### src/pidtaw_pkg.sv
package pidtaw_pkg;

    // Field and state widths (Q16.16)
    localparam int GAIN_W   = 31;
    localparam int DATA_W   = 32;
    localparam int ERR_W    = 33;
    localparam int DIFF_W   = 34;
    localparam int INTEG_W  = 48;
    localparam int MUL_OP_W = 49;
    localparam int ACC_W    = 64;
    localparam int CFG_IDX_W = 3;

    // Integral saturation bounds
    localparam logic signed [INTEG_W-1:0] INT48_MAX = 48'sh7FFF_FFFF_FFFF;
    localparam logic signed [INTEG_W-1:0] INT48_MIN = 48'sh8000_0000_0000;

    // Register indexes on the config port
    localparam logic [CFG_IDX_W-1:0] CFG_GAIN_P      = 3'd0;
    localparam logic [CFG_IDX_W-1:0] CFG_GAIN_I      = 3'd1;
    localparam logic [CFG_IDX_W-1:0] CFG_GAIN_D      = 3'd2;
    localparam logic [CFG_IDX_W-1:0] CFG_DRIVE_UPPER = 3'd3;
    localparam logic [CFG_IDX_W-1:0] CFG_DRIVE_LOWER = 3'd4;

    // Beat codes on the mode field
    localparam logic MODE_STEP  = 1'b0;
    localparam logic MODE_CLEAR = 1'b1;

    // Register reset values
    localparam logic [GAIN_W-1:0]        GAIN_RESET  = '0;
    localparam logic signed [DATA_W-1:0] UPPER_RESET = 32'sh7FFF_FFFF;
    localparam logic signed [DATA_W-1:0] LOWER_RESET = 32'sh8000_0000;

    // Restoring divider: one quotient bit per cycle
    localparam int DIV_STEPS = 48;
    localparam int DIV_CNT_W = $clog2(DIV_STEPS + 1);
    typedef logic [DIV_CNT_W-1:0] div_cnt_t;

    // Multiplier digit width (gain is split into two digits)
    localparam int DIGIT_W = 16;

    typedef enum logic [2:0] {
        ST_IDLE,
        ST_DIV,
        ST_INTEG,
        ST_MUL_P,
        ST_MUL_I,
        ST_MUL_D,
        ST_DONE
    } state_t;

    typedef struct packed {
        logic en;
        logic first;
    } mul_ctl_t;

    typedef struct packed {
        logic busy;
        logic last;
    } div_stat_t;

endpackage

### src/pidtaw_div.sv
module pidtaw_div (
    input  logic                                   clk,
    input  logic                                   rst_n,
    input  logic                                   start,
    input  logic [pidtaw_pkg::INTEG_W-1:0]         dividend,
    input  logic [pidtaw_pkg::GAIN_W-1:0]          divisor,
    output logic [pidtaw_pkg::INTEG_W-1:0]         quotient,
    output pidtaw_pkg::div_stat_t                  stat
);

    pidtaw_pkg::div_cnt_t                   cnt_reg, cnt_next;
    logic [pidtaw_pkg::GAIN_W-1:0]          rem_reg, rem_next;
    logic [pidtaw_pkg::INTEG_W-1:0]         q_reg, q_next;
    logic [pidtaw_pkg::GAIN_W-1:0]          div_reg, div_next;
    logic [pidtaw_pkg::GAIN_W:0]            trial;
    logic [pidtaw_pkg::GAIN_W+1:0]          diff;

    // One shift-subtract step per cycle
    always_comb
    begin
        trial     = {rem_reg, q_reg[pidtaw_pkg::INTEG_W-1]};
        diff      = {1'b0, trial} - {2'b00, div_reg};
        cnt_next  = cnt_reg;
        rem_next  = rem_reg;
        q_next    = q_reg;
        div_next  = div_reg;
        if (start)
        begin
            cnt_next = pidtaw_pkg::div_cnt_t'(pidtaw_pkg::DIV_STEPS);
            rem_next = '0;
            q_next   = dividend;
            div_next = divisor;
        end
        else if (cnt_reg != '0)
        begin
            cnt_next = cnt_reg - 1'b1;
            if (!diff[pidtaw_pkg::GAIN_W+1])
            begin
                rem_next = diff[pidtaw_pkg::GAIN_W-1:0];
                q_next   = {q_reg[pidtaw_pkg::INTEG_W-2:0], 1'b1};
            end
            else
            begin
                rem_next = trial[pidtaw_pkg::GAIN_W-1:0];
                q_next   = {q_reg[pidtaw_pkg::INTEG_W-2:0], 1'b0};
            end
        end
    end

    // Step counter
    always_ff @(posedge clk or negedge rst_n)
    begin
        if (!rst_n)
        begin
            cnt_reg <= '0;
        end
        else
        begin
            cnt_reg <= cnt_next;
        end
    end

    // Remainder, quotient and divisor
    always_ff @(posedge clk)
    begin
        rem_reg <= rem_next;
        q_reg   <= q_next;
        div_reg <= div_next;
    end

    assign quotient  = q_reg;
    assign stat.busy = (cnt_reg != '0);
    assign stat.last = (cnt_reg == pidtaw_pkg::div_cnt_t'(1));

    // Partial remainder stays below the divisor while dividing
    a_rem_below_divisor: assert property (@(posedge clk) disable iff (!rst_n)
        (cnt_reg != '0) |-> (rem_reg < div_reg))
        else $error("divider remainder not below divisor");

endmodule

### src/pidtaw_mul.sv
module pidtaw_mul (
    input  logic                                    clk,
    input  pidtaw_pkg::mul_ctl_t                    ctl,
    input  logic [pidtaw_pkg::GAIN_W-1:0]           gain,
    input  logic signed [pidtaw_pkg::MUL_OP_W-1:0]  operand,
    output logic signed [pidtaw_pkg::ACC_W-1:0]     acc
);

    localparam int PROD_W = pidtaw_pkg::MUL_OP_W + pidtaw_pkg::DIGIT_W + 1;

    logic [pidtaw_pkg::DIGIT_W-1:0]          digit;
    logic signed [PROD_W-1:0]                prod;
    logic signed [pidtaw_pkg::ACC_W-1:0]     acc_reg, acc_next;

    // Low digit first, scaled down by 2^16 (floor); high digit then adds in place
    always_comb
    begin
        digit = ctl.first ? gain[pidtaw_pkg::DIGIT_W-1:0]
                          : {1'b0, gain[pidtaw_pkg::GAIN_W-1:pidtaw_pkg::DIGIT_W]};
        prod  = operand * $signed({1'b0, digit});
        if (ctl.first)
        begin
            acc_next = pidtaw_pkg::ACC_W'(prod >>> pidtaw_pkg::DIGIT_W);
        end
        else
        begin
            acc_next = acc_reg + $signed(prod[pidtaw_pkg::ACC_W-1:0]);
        end
    end

    always_ff @(posedge clk)
    begin
        if (ctl.en)
        begin
            acc_reg <= acc_next;
        end
    end

    assign acc = acc_reg;

endmodule

### src/pid_trapezoid_antiwindup.sv
// A compute beat runs a restoring divide for the integral limit when gain_i is nonzero,
// then the integral update and three two-digit multiplies (P, I, D) on one shared 49x17
// multiplier; with gain_i zero the divide is skipped. A new beat is taken only in idle,
// after the last drive beat has been loaded; a clear beat leaves the sequencer idle.
// Reset (rst_n, async low): registers to defaults, integral and last error to zero.
module pid_trapezoid_antiwindup (
    input  logic                                  clk,
    input  logic                                  rst_n,
    input  logic                                  in_valid,
    output logic                                  in_stall,
    input  logic                                  mode,
    input  logic signed [pidtaw_pkg::DATA_W-1:0]  target,
    input  logic signed [pidtaw_pkg::DATA_W-1:0]  measured,
    output logic                                  out_valid,
    input  logic                                  out_stall,
    output logic signed [pidtaw_pkg::DATA_W-1:0]  drive,
    input  logic                                  cfg_we,
    input  logic [pidtaw_pkg::CFG_IDX_W-1:0]      cfg_index,
    input  logic [pidtaw_pkg::DATA_W-1:0]         cfg_data
);

    // Config registers
    logic [pidtaw_pkg::GAIN_W-1:0]         gain_p_reg, gain_i_reg, gain_d_reg;
    logic signed [pidtaw_pkg::DATA_W-1:0]  upper_reg, lower_reg;

    // Sequencer
    pidtaw_pkg::state_t  state_reg, state_next;
    logic                half_reg, half_next;
    logic                in_accept;
    logic                out_load;
    logic                div_start;
    logic                mul_state;

    // Datapath
    logic signed [pidtaw_pkg::ERR_W-1:0]    err_reg, prev_reg;
    logic signed [pidtaw_pkg::DIFF_W-1:0]   diff_reg;
    logic signed [pidtaw_pkg::INTEG_W-1:0]  integral_reg, integral_next;
    logic signed [pidtaw_pkg::MUL_OP_W-1:0] p_reg;
    logic signed [pidtaw_pkg::ACC_W-1:0]    i_reg;
    logic signed [pidtaw_pkg::DATA_W-1:0]   drive_reg, drive_next;
    logic                                   out_valid_reg;

    logic signed [pidtaw_pkg::INTEG_W+1:0]  isum_wide;
    logic signed [pidtaw_pkg::INTEG_W-1:0]  isum_sat, lim, lim_neg;
    logic signed [pidtaw_pkg::INTEG_W:0]    lim_wide;
    logic [pidtaw_pkg::DATA_W-1:0]          upper_mag;
    logic signed [pidtaw_pkg::DATA_W:0]     upper_ext;
    logic signed [pidtaw_pkg::ACC_W-1:0]    total;

    // Shared unit hookups
    pidtaw_pkg::mul_ctl_t                   mul_ctl;
    logic [pidtaw_pkg::GAIN_W-1:0]          mul_gain;
    logic signed [pidtaw_pkg::MUL_OP_W-1:0] mul_operand;
    logic signed [pidtaw_pkg::ACC_W-1:0]    mul_acc;
    logic [pidtaw_pkg::INTEG_W-1:0]         div_dividend;
    logic [pidtaw_pkg::INTEG_W-1:0]         div_quotient;
    pidtaw_pkg::div_stat_t                  div_stat;

    assign in_accept = in_valid && !in_stall;

    // Config write decode
    always_ff @(posedge clk or negedge rst_n)
    begin
        if (!rst_n)
        begin
            gain_p_reg <= pidtaw_pkg::GAIN_RESET;
            gain_i_reg <= pidtaw_pkg::GAIN_RESET;
            gain_d_reg <= pidtaw_pkg::GAIN_RESET;
            upper_reg  <= pidtaw_pkg::UPPER_RESET;
            lower_reg  <= pidtaw_pkg::LOWER_RESET;
        end
        else if (cfg_we)
        begin
            unique case (cfg_index)
                pidtaw_pkg::CFG_GAIN_P:      gain_p_reg <= cfg_data[pidtaw_pkg::GAIN_W-1:0];
                pidtaw_pkg::CFG_GAIN_I:      gain_i_reg <= cfg_data[pidtaw_pkg::GAIN_W-1:0];
                pidtaw_pkg::CFG_GAIN_D:      gain_d_reg <= cfg_data[pidtaw_pkg::GAIN_W-1:0];
                pidtaw_pkg::CFG_DRIVE_UPPER: upper_reg  <= cfg_data;
                pidtaw_pkg::CFG_DRIVE_LOWER: lower_reg  <= cfg_data;
                default: ;
            endcase
        end
    end

    // Next state
    always_comb
    begin
        state_next = state_reg;
        unique case (state_reg)
            pidtaw_pkg::ST_IDLE:
            begin
                if (in_accept && mode == pidtaw_pkg::MODE_STEP)
                begin
                    state_next = (gain_i_reg != '0) ? pidtaw_pkg::ST_DIV
                                                    : pidtaw_pkg::ST_INTEG;
                end
            end
            pidtaw_pkg::ST_DIV:
            begin
                if (div_stat.last)
                begin
                    state_next = pidtaw_pkg::ST_INTEG;
                end
            end
            pidtaw_pkg::ST_INTEG: state_next = pidtaw_pkg::ST_MUL_P;
            pidtaw_pkg::ST_MUL_P:
            begin
                if (half_reg)
                begin
                    state_next = pidtaw_pkg::ST_MUL_I;
                end
            end
            pidtaw_pkg::ST_MUL_I:
            begin
                if (half_reg)
                begin
                    state_next = pidtaw_pkg::ST_MUL_D;
                end
            end
            pidtaw_pkg::ST_MUL_D:
            begin
                if (half_reg)
                begin
                    state_next = pidtaw_pkg::ST_DONE;
                end
            end
            pidtaw_pkg::ST_DONE:
            begin
                if (out_load)
                begin
                    state_next = pidtaw_pkg::ST_IDLE;
                end
            end
            default: state_next = pidtaw_pkg::ST_IDLE;
        endcase
    end

    // Sequencer outputs
    always_comb
    begin
        in_stall    = (state_reg != pidtaw_pkg::ST_IDLE);
        div_start   = in_accept && (mode == pidtaw_pkg::MODE_STEP) && (gain_i_reg != '0);
        mul_state   = 1'b0;
        mul_gain    = '0;
        mul_operand = '0;
        unique case (state_reg)
            pidtaw_pkg::ST_MUL_P:
            begin
                mul_state   = 1'b1;
                mul_gain    = gain_p_reg;
                mul_operand = pidtaw_pkg::MUL_OP_W'(err_reg);
            end
            pidtaw_pkg::ST_MUL_I:
            begin
                mul_state   = 1'b1;
                mul_gain    = gain_i_reg;
                mul_operand = pidtaw_pkg::MUL_OP_W'(integral_reg);
            end
            pidtaw_pkg::ST_MUL_D:
            begin
                mul_state   = 1'b1;
                mul_gain    = gain_d_reg;
                mul_operand = pidtaw_pkg::MUL_OP_W'(diff_reg);
            end
            default: ;
        endcase
        mul_ctl.en    = mul_state;
        mul_ctl.first = !half_reg;
        half_next     = mul_state ? !half_reg : 1'b0;
        out_load      = (state_reg == pidtaw_pkg::ST_DONE) && (!out_valid_reg || !out_stall);
    end

    always_ff @(posedge clk or negedge rst_n)
    begin
        if (!rst_n)
        begin
            state_reg <= pidtaw_pkg::ST_IDLE;
            half_reg  <= 1'b0;
        end
        else
        begin
            state_reg <= state_next;
            half_reg  <= half_next;
        end
    end

    // Divider dividend: |drive_upper| * 2^16
    always_comb
    begin
        upper_ext    = (pidtaw_pkg::DATA_W + 1)'(upper_reg);
        upper_mag    = upper_reg[pidtaw_pkg::DATA_W-1] ? pidtaw_pkg::DATA_W'(-upper_ext)
                                                       : pidtaw_pkg::DATA_W'(upper_ext);
        div_dividend = {upper_mag, {pidtaw_pkg::DIGIT_W{1'b0}}};
    end

    pidtaw_div u_div (
        .clk      (clk),
        .rst_n    (rst_n),
        .start    (div_start),
        .dividend (div_dividend),
        .divisor  (gain_i_reg),
        .quotient (div_quotient),
        .stat     (div_stat)
    );

    pidtaw_mul u_mul (
        .clk     (clk),
        .ctl     (mul_ctl),
        .gain    (mul_gain),
        .operand (mul_operand),
        .acc     (mul_acc)
    );

    // Trapezoid update, saturate, then clamp to +/- limit; zero integral gain clears it
    always_comb
    begin
        isum_wide = (pidtaw_pkg::INTEG_W + 2)'(integral_reg)
                  + (pidtaw_pkg::INTEG_W + 2)'(err_reg)
                  + (pidtaw_pkg::INTEG_W + 2)'(prev_reg);
        if (isum_wide > (pidtaw_pkg::INTEG_W + 2)'(pidtaw_pkg::INT48_MAX))
        begin
            isum_sat = pidtaw_pkg::INT48_MAX;
        end
        else if (isum_wide < (pidtaw_pkg::INTEG_W + 2)'(pidtaw_pkg::INT48_MIN))
        begin
            isum_sat = pidtaw_pkg::INT48_MIN;
        end
        else
        begin
            isum_sat = isum_wide[pidtaw_pkg::INTEG_W-1:0];
        end

        lim_wide = upper_reg[pidtaw_pkg::DATA_W-1] ? -$signed({1'b0, div_quotient})
                                                   : $signed({1'b0, div_quotient});
        lim      = lim_wide[pidtaw_pkg::INTEG_W-1:0];
        lim_neg  = (lim == pidtaw_pkg::INT48_MIN) ? pidtaw_pkg::INT48_MAX : -lim;

        if (gain_i_reg == '0)
        begin
            integral_next = '0;
        end
        else if (isum_sat > lim)
        begin
            integral_next = lim;
        end
        else if (isum_sat < lim_neg)
        begin
            integral_next = lim_neg;
        end
        else
        begin
            integral_next = isum_sat;
        end
    end

    // Loop state: integral and last error
    always_ff @(posedge clk or negedge rst_n)
    begin
        if (!rst_n)
        begin
            integral_reg <= '0;
            prev_reg     <= '0;
        end
        else if (in_accept && mode == pidtaw_pkg::MODE_CLEAR)
        begin
            integral_reg <= '0;
            prev_reg     <= '0;
        end
        else if (state_reg == pidtaw_pkg::ST_INTEG)
        begin
            integral_reg <= integral_next;
            prev_reg     <= err_reg;
        end
    end

    // Working registers
    always_ff @(posedge clk)
    begin
        if (in_accept)
        begin
            err_reg <= pidtaw_pkg::ERR_W'(target) - pidtaw_pkg::ERR_W'(measured);
        end
        if (state_reg == pidtaw_pkg::ST_INTEG)
        begin
            diff_reg <= pidtaw_pkg::DIFF_W'(err_reg) - pidtaw_pkg::DIFF_W'(prev_reg);
        end
        // P term lands as the I multiply starts, I term as the D multiply starts
        if (state_reg == pidtaw_pkg::ST_MUL_I && !half_reg)
        begin
            p_reg <= mul_acc[pidtaw_pkg::MUL_OP_W-1:0];
        end
        if (state_reg == pidtaw_pkg::ST_MUL_D && !half_reg)
        begin
            i_reg <= mul_acc;
        end
        if (out_load)
        begin
            drive_reg <= drive_next;
        end
    end

    // Sum of terms and output clamp (D term still in the multiplier)
    always_comb
    begin
        total = pidtaw_pkg::ACC_W'(p_reg) + i_reg + mul_acc;
        if (total > pidtaw_pkg::ACC_W'(upper_reg))
        begin
            drive_next = upper_reg;
        end
        else if (total < pidtaw_pkg::ACC_W'(lower_reg))
        begin
            drive_next = lower_reg;
        end
        else
        begin
            drive_next = total[pidtaw_pkg::DATA_W-1:0];
        end
    end

    // Output register
    always_ff @(posedge clk or negedge rst_n)
    begin
        if (!rst_n)
        begin
            out_valid_reg <= 1'b0;
        end
        else if (out_load)
        begin
            out_valid_reg <= 1'b1;
        end
        else if (!out_stall)
        begin
            out_valid_reg <= 1'b0;
        end
    end

    assign out_valid = out_valid_reg;
    assign drive     = drive_reg;

    // Zero integral gain skips the divide
    a_skip_div: assert property (@(posedge clk) disable iff (!rst_n)
        (in_accept && mode == pidtaw_pkg::MODE_STEP && gain_i_reg == '0)
        |=> (state_reg == pidtaw_pkg::ST_INTEG))
        else $error("divide not skipped with zero integral gain");

    // Zero integral gain leaves a cleared integral for the I multiply
    a_integ_cleared: assert property (@(posedge clk) disable iff (!rst_n)
        (state_reg == pidtaw_pkg::ST_MUL_I && gain_i_reg == '0) |-> (integral_reg == '0))
        else $error("integral not cleared with zero integral gain");

    // A finished step presents its beat and frees the input side
    a_done_to_out: assert property (@(posedge clk) disable iff (!rst_n)
        out_load |=> (out_valid && state_reg == pidtaw_pkg::ST_IDLE))
        else $error("result not presented after step end");

    // Divider runs only inside the divide phase
    a_div_phase: assert property (@(posedge clk) disable iff (!rst_n)
        div_stat.busy |-> (state_reg == pidtaw_pkg::ST_DIV))
        else $error("divider busy outside divide phase");

endmodule

### config.mk
export PLATFORM = sky130hd
export DESIGN_NAME = pid_trapezoid_antiwindup
export DESIGN_NICKNAME = d
export VERILOG_FILES = /design/src/pidtaw_pkg.sv /design/src/pidtaw_div.sv /design/src/pidtaw_mul.sv /design/src/pid_trapezoid_antiwindup.sv
export SDC_FILE = /design/constraint.sdc
export NUM_CORES = 2
export LEC_CHECK = 0
export BUFFER_PORTS_ARGS = -buffer_cell sky130_fd_sc_hd__buf_2
export CORE_MARGIN = 3
export CORE_UTILIZATION = 55
export CTS_BUF_LIST = sky130_fd_sc_hd__clkbuf_8 sky130_fd_sc_hd__clkbuf_16
export DETAILED_ROUTE_END_ITERATION = 7
export GPL_TIMING_DRIVEN = 0
export MAX_ROUTING_LAYER = met4
export PLACE_DENSITY = 0.74
export SYNTH_ARGS = -nofsm -noshare
export SYNTH_HDL_FRONTEND = slang
export SYNTH_SLANG_ARGS = --single-unit
### constraint.sdc
create_clock -name clk -period 11.08 [get_ports clk]
set_input_delay 3.324 -clock clk [delete_from_list [all_inputs] [get_ports clk]]
set_output_delay 3.324 -clock clk [all_outputs]
set_load 0.02 [all_outputs]
==> qor.yml <==
crit_type: "flop to flop"
die_h_um: 376
relSlewSlack_pct: 1.70
grt.met1_usage_pct: 44.8
layout-drive-gt1-share_pct: 11.3
grt_use_met2_pct: 52.1
start_util_pct: 55.6
grtUsageTotal_pct: 34.0
antenna_found_initial: 4
arrival_ns: 11.44
use_met3_pct: 5.62
drc: 0
synthToLayoutAreaGrowth_pct: 11.7
vias_per_cell: 6.08
violations: "capacitance limit"
hold_class: "flop to flop"
hold_viol: 0
clk_path_buf_depth: 3
seqCellArea_um2: 17400
cts_buffers: 76
die_w_um: 376
yosysMostFrequentCell: "inv_1"
io_pins: 139
ys_top_cells_by_count: "1177 x inv_1, 860 x nand2_1, 834 x fa_1"
ys_warn_count: 0
max-cap-violations: 1
worstMarginPinSlew_ns: 1.46
io_buffers: 138
antenna_left: 0
worstPathRequired_ns: 11.52
cpPeakStageDelay_ns: 0.56
core_area_um2: 136000
pre_cts_ws_ns: -3.75
setup_viol: 0
drt_wl_total_um: 237000
cp_max_fo: 10
drt-initial-drc-count: 5807
hpwl_um: 190000
synth_nets: 9752
max_freq_mhz: 90.9
synth-main-ff-cell: "edfxtp_1"
num_rows: 135
synth-edff-count: 339
worst_path_most_repeated_cell: "fa_1"
cts.sinks: 635
start_kind: "flop"
crit_slowest_cell: "a221oi_4"
globalplace.congestion: 1.01
grt.overflow.total: 0
crit_path_end_kind: "flop"
synth_seq_area_share_pct: 23.0
status: "finished with violations"
yosys-top-cells-area: "fa_1 22%, edfxtp_1 13%, ha_1 11%"
fillers: 11400
fin_crit_sh_pct: 99.3
synth_area_um2: 75500
postCtsHoldBufs: 0
finalCriticalPeriod_ns: 11.00
route.vias.total: 62700
grt_pass1_wl_um: 362000
dr.pass1.iters: 6
htree_num_levels: 3
hold_ws_ns: 0.484
yosys.area.top_type_share_pct: 22.1
cts_root_buffer: "clkbuf_16"
syn_area_per_cell_um2: 9.26
worstSkewPairLatency_ns: 0.71
wl_per_cell_um: 22.9
worst_slack_ns: 0.0779
multiInputGateArea_um2: 53800
busiest_layer: "met2"
drv_slew: 0
yosysTopAreaCell: "fa_1"
cts_tree: "done"
synth_seq_cells: 635
synth_cell_type_count: 98
synthArstFlopShare_pct: 39.2
path_clk_slew_ns: 0.06
finClkSkew_ns: 0.0563
grt_pass1_vias: 62100
dieArea_um2: 142000
grt_max_degree: 95
fin_nets: 10100
syn_inst: 8156
final timing paths:
path,from,end,slack (ns),cells after the start
max,state_reg[0],u_mul.acc[56],0.08,47
min,u_div.rem_reg[12],u_div.rem_reg[12],0.48,2
max reg2reg,state_reg[0],u_mul.acc[56],0.08,47
min reg2reg,u_div.rem_reg[12],u_div.rem_reg[12],0.48,2
max in group asynchronous,rst_n,lower_reg[31],7.05,3
min in group asynchronous,rst_n,integral_reg[10],2.63,1
cell usage in the layout (no fill, tap or decap), types with 90 or more instances in the layout:
master,count
clkbuf_1,166
inv_1,1187
edfxtp_1,339
nor2_1,566
ha_1,644
xnor2_1,247
fa_1,831
a21oi_1,412
xor2_1,137
nand2b_1,106
buf_2,149
nand3_1,108
o21ai_0,372
a21o_1,256
mux2_2,180
nand4_1,101
nor2b_1,102
nand2_1,858
buf_4,113
dfrtp_1,213
clkbuf_16,90
mux2i_1,136
metal layers:
layer / routed length [um] / up-vias
li1: - / 28100
met1: 96500 / 31200
met2: 108000 / 2841
met3: 19600 / 613
met4: 12700 / 0
met5: 0 / -
worst max-delay path, delay by kind of cell, from the launching register on:
family	cells	cell delay [ns]
AOI/OAI and AO/OA	18	3.53
adders and majority gates	8	3.52
and+or+nand+nor	10	1.44
muxes	1	0.37
xor gates and xnor gates	2	0.26
buffers and inverters	8	1.10
DFF	1	0.50
stage by stage:
step                util (%)  cells  TNS [ns]  area (um2)
floorplan                  -   8156         0       75500
global placement        57.7  10100   -150.92       78400
detailed placement      58.0  10100   -162.56       78800
CTS                     61.4  10300         0       83300
global route            62.1  10300    -0.242       84300
finish                  62.1  10300         0       84300
area by class of cell:
type | instances | share of cell area, %
Inverter | 1178 | 5.24
Multi-Input combinational cell | 6025 | 63.8
Tap cell | 1781 | 2.64
Antenna cell | 2 | 0.00593
Clock buffer | 84 | 2.43
Buffer | 294 | 2.10
Timing Repair Buffer | 269 | 2.36
Clock inverter | 57 | 0.825
Sequential cell | 635 | 20.6
cells by family (layout without fill, tap and decap cells):
family                     after synthesis  in the layout  share of synthesized area, %
adders and majority gates             1491           1491                          33.0
and+or+nand+nor                       2149           2149                          13.0
xor gates and xnor gates               405            405                          4.74
muxes                                  339            339                          4.79
AOI/OAI and AO/OA                     1640           1641                          13.9
DFF                                    635            635                          23.0
buffers and inverters                 1497           1882                          7.53
other                                    0              2                             0
timing repair:
| item | CTS | global route |
|---|---|---|
| gates cloned | 1 | 6 |
| gates resized for setup | 380 | 185 |
| pin swaps | 33 | 52 |
| buffers inserted | 56 | 51 |
| endpoints found under the setup margin | 97 | 68 |
Power is not shown: default switching activity piles up to over one toggle a cycle in this logic, so the estimate is an artifact.
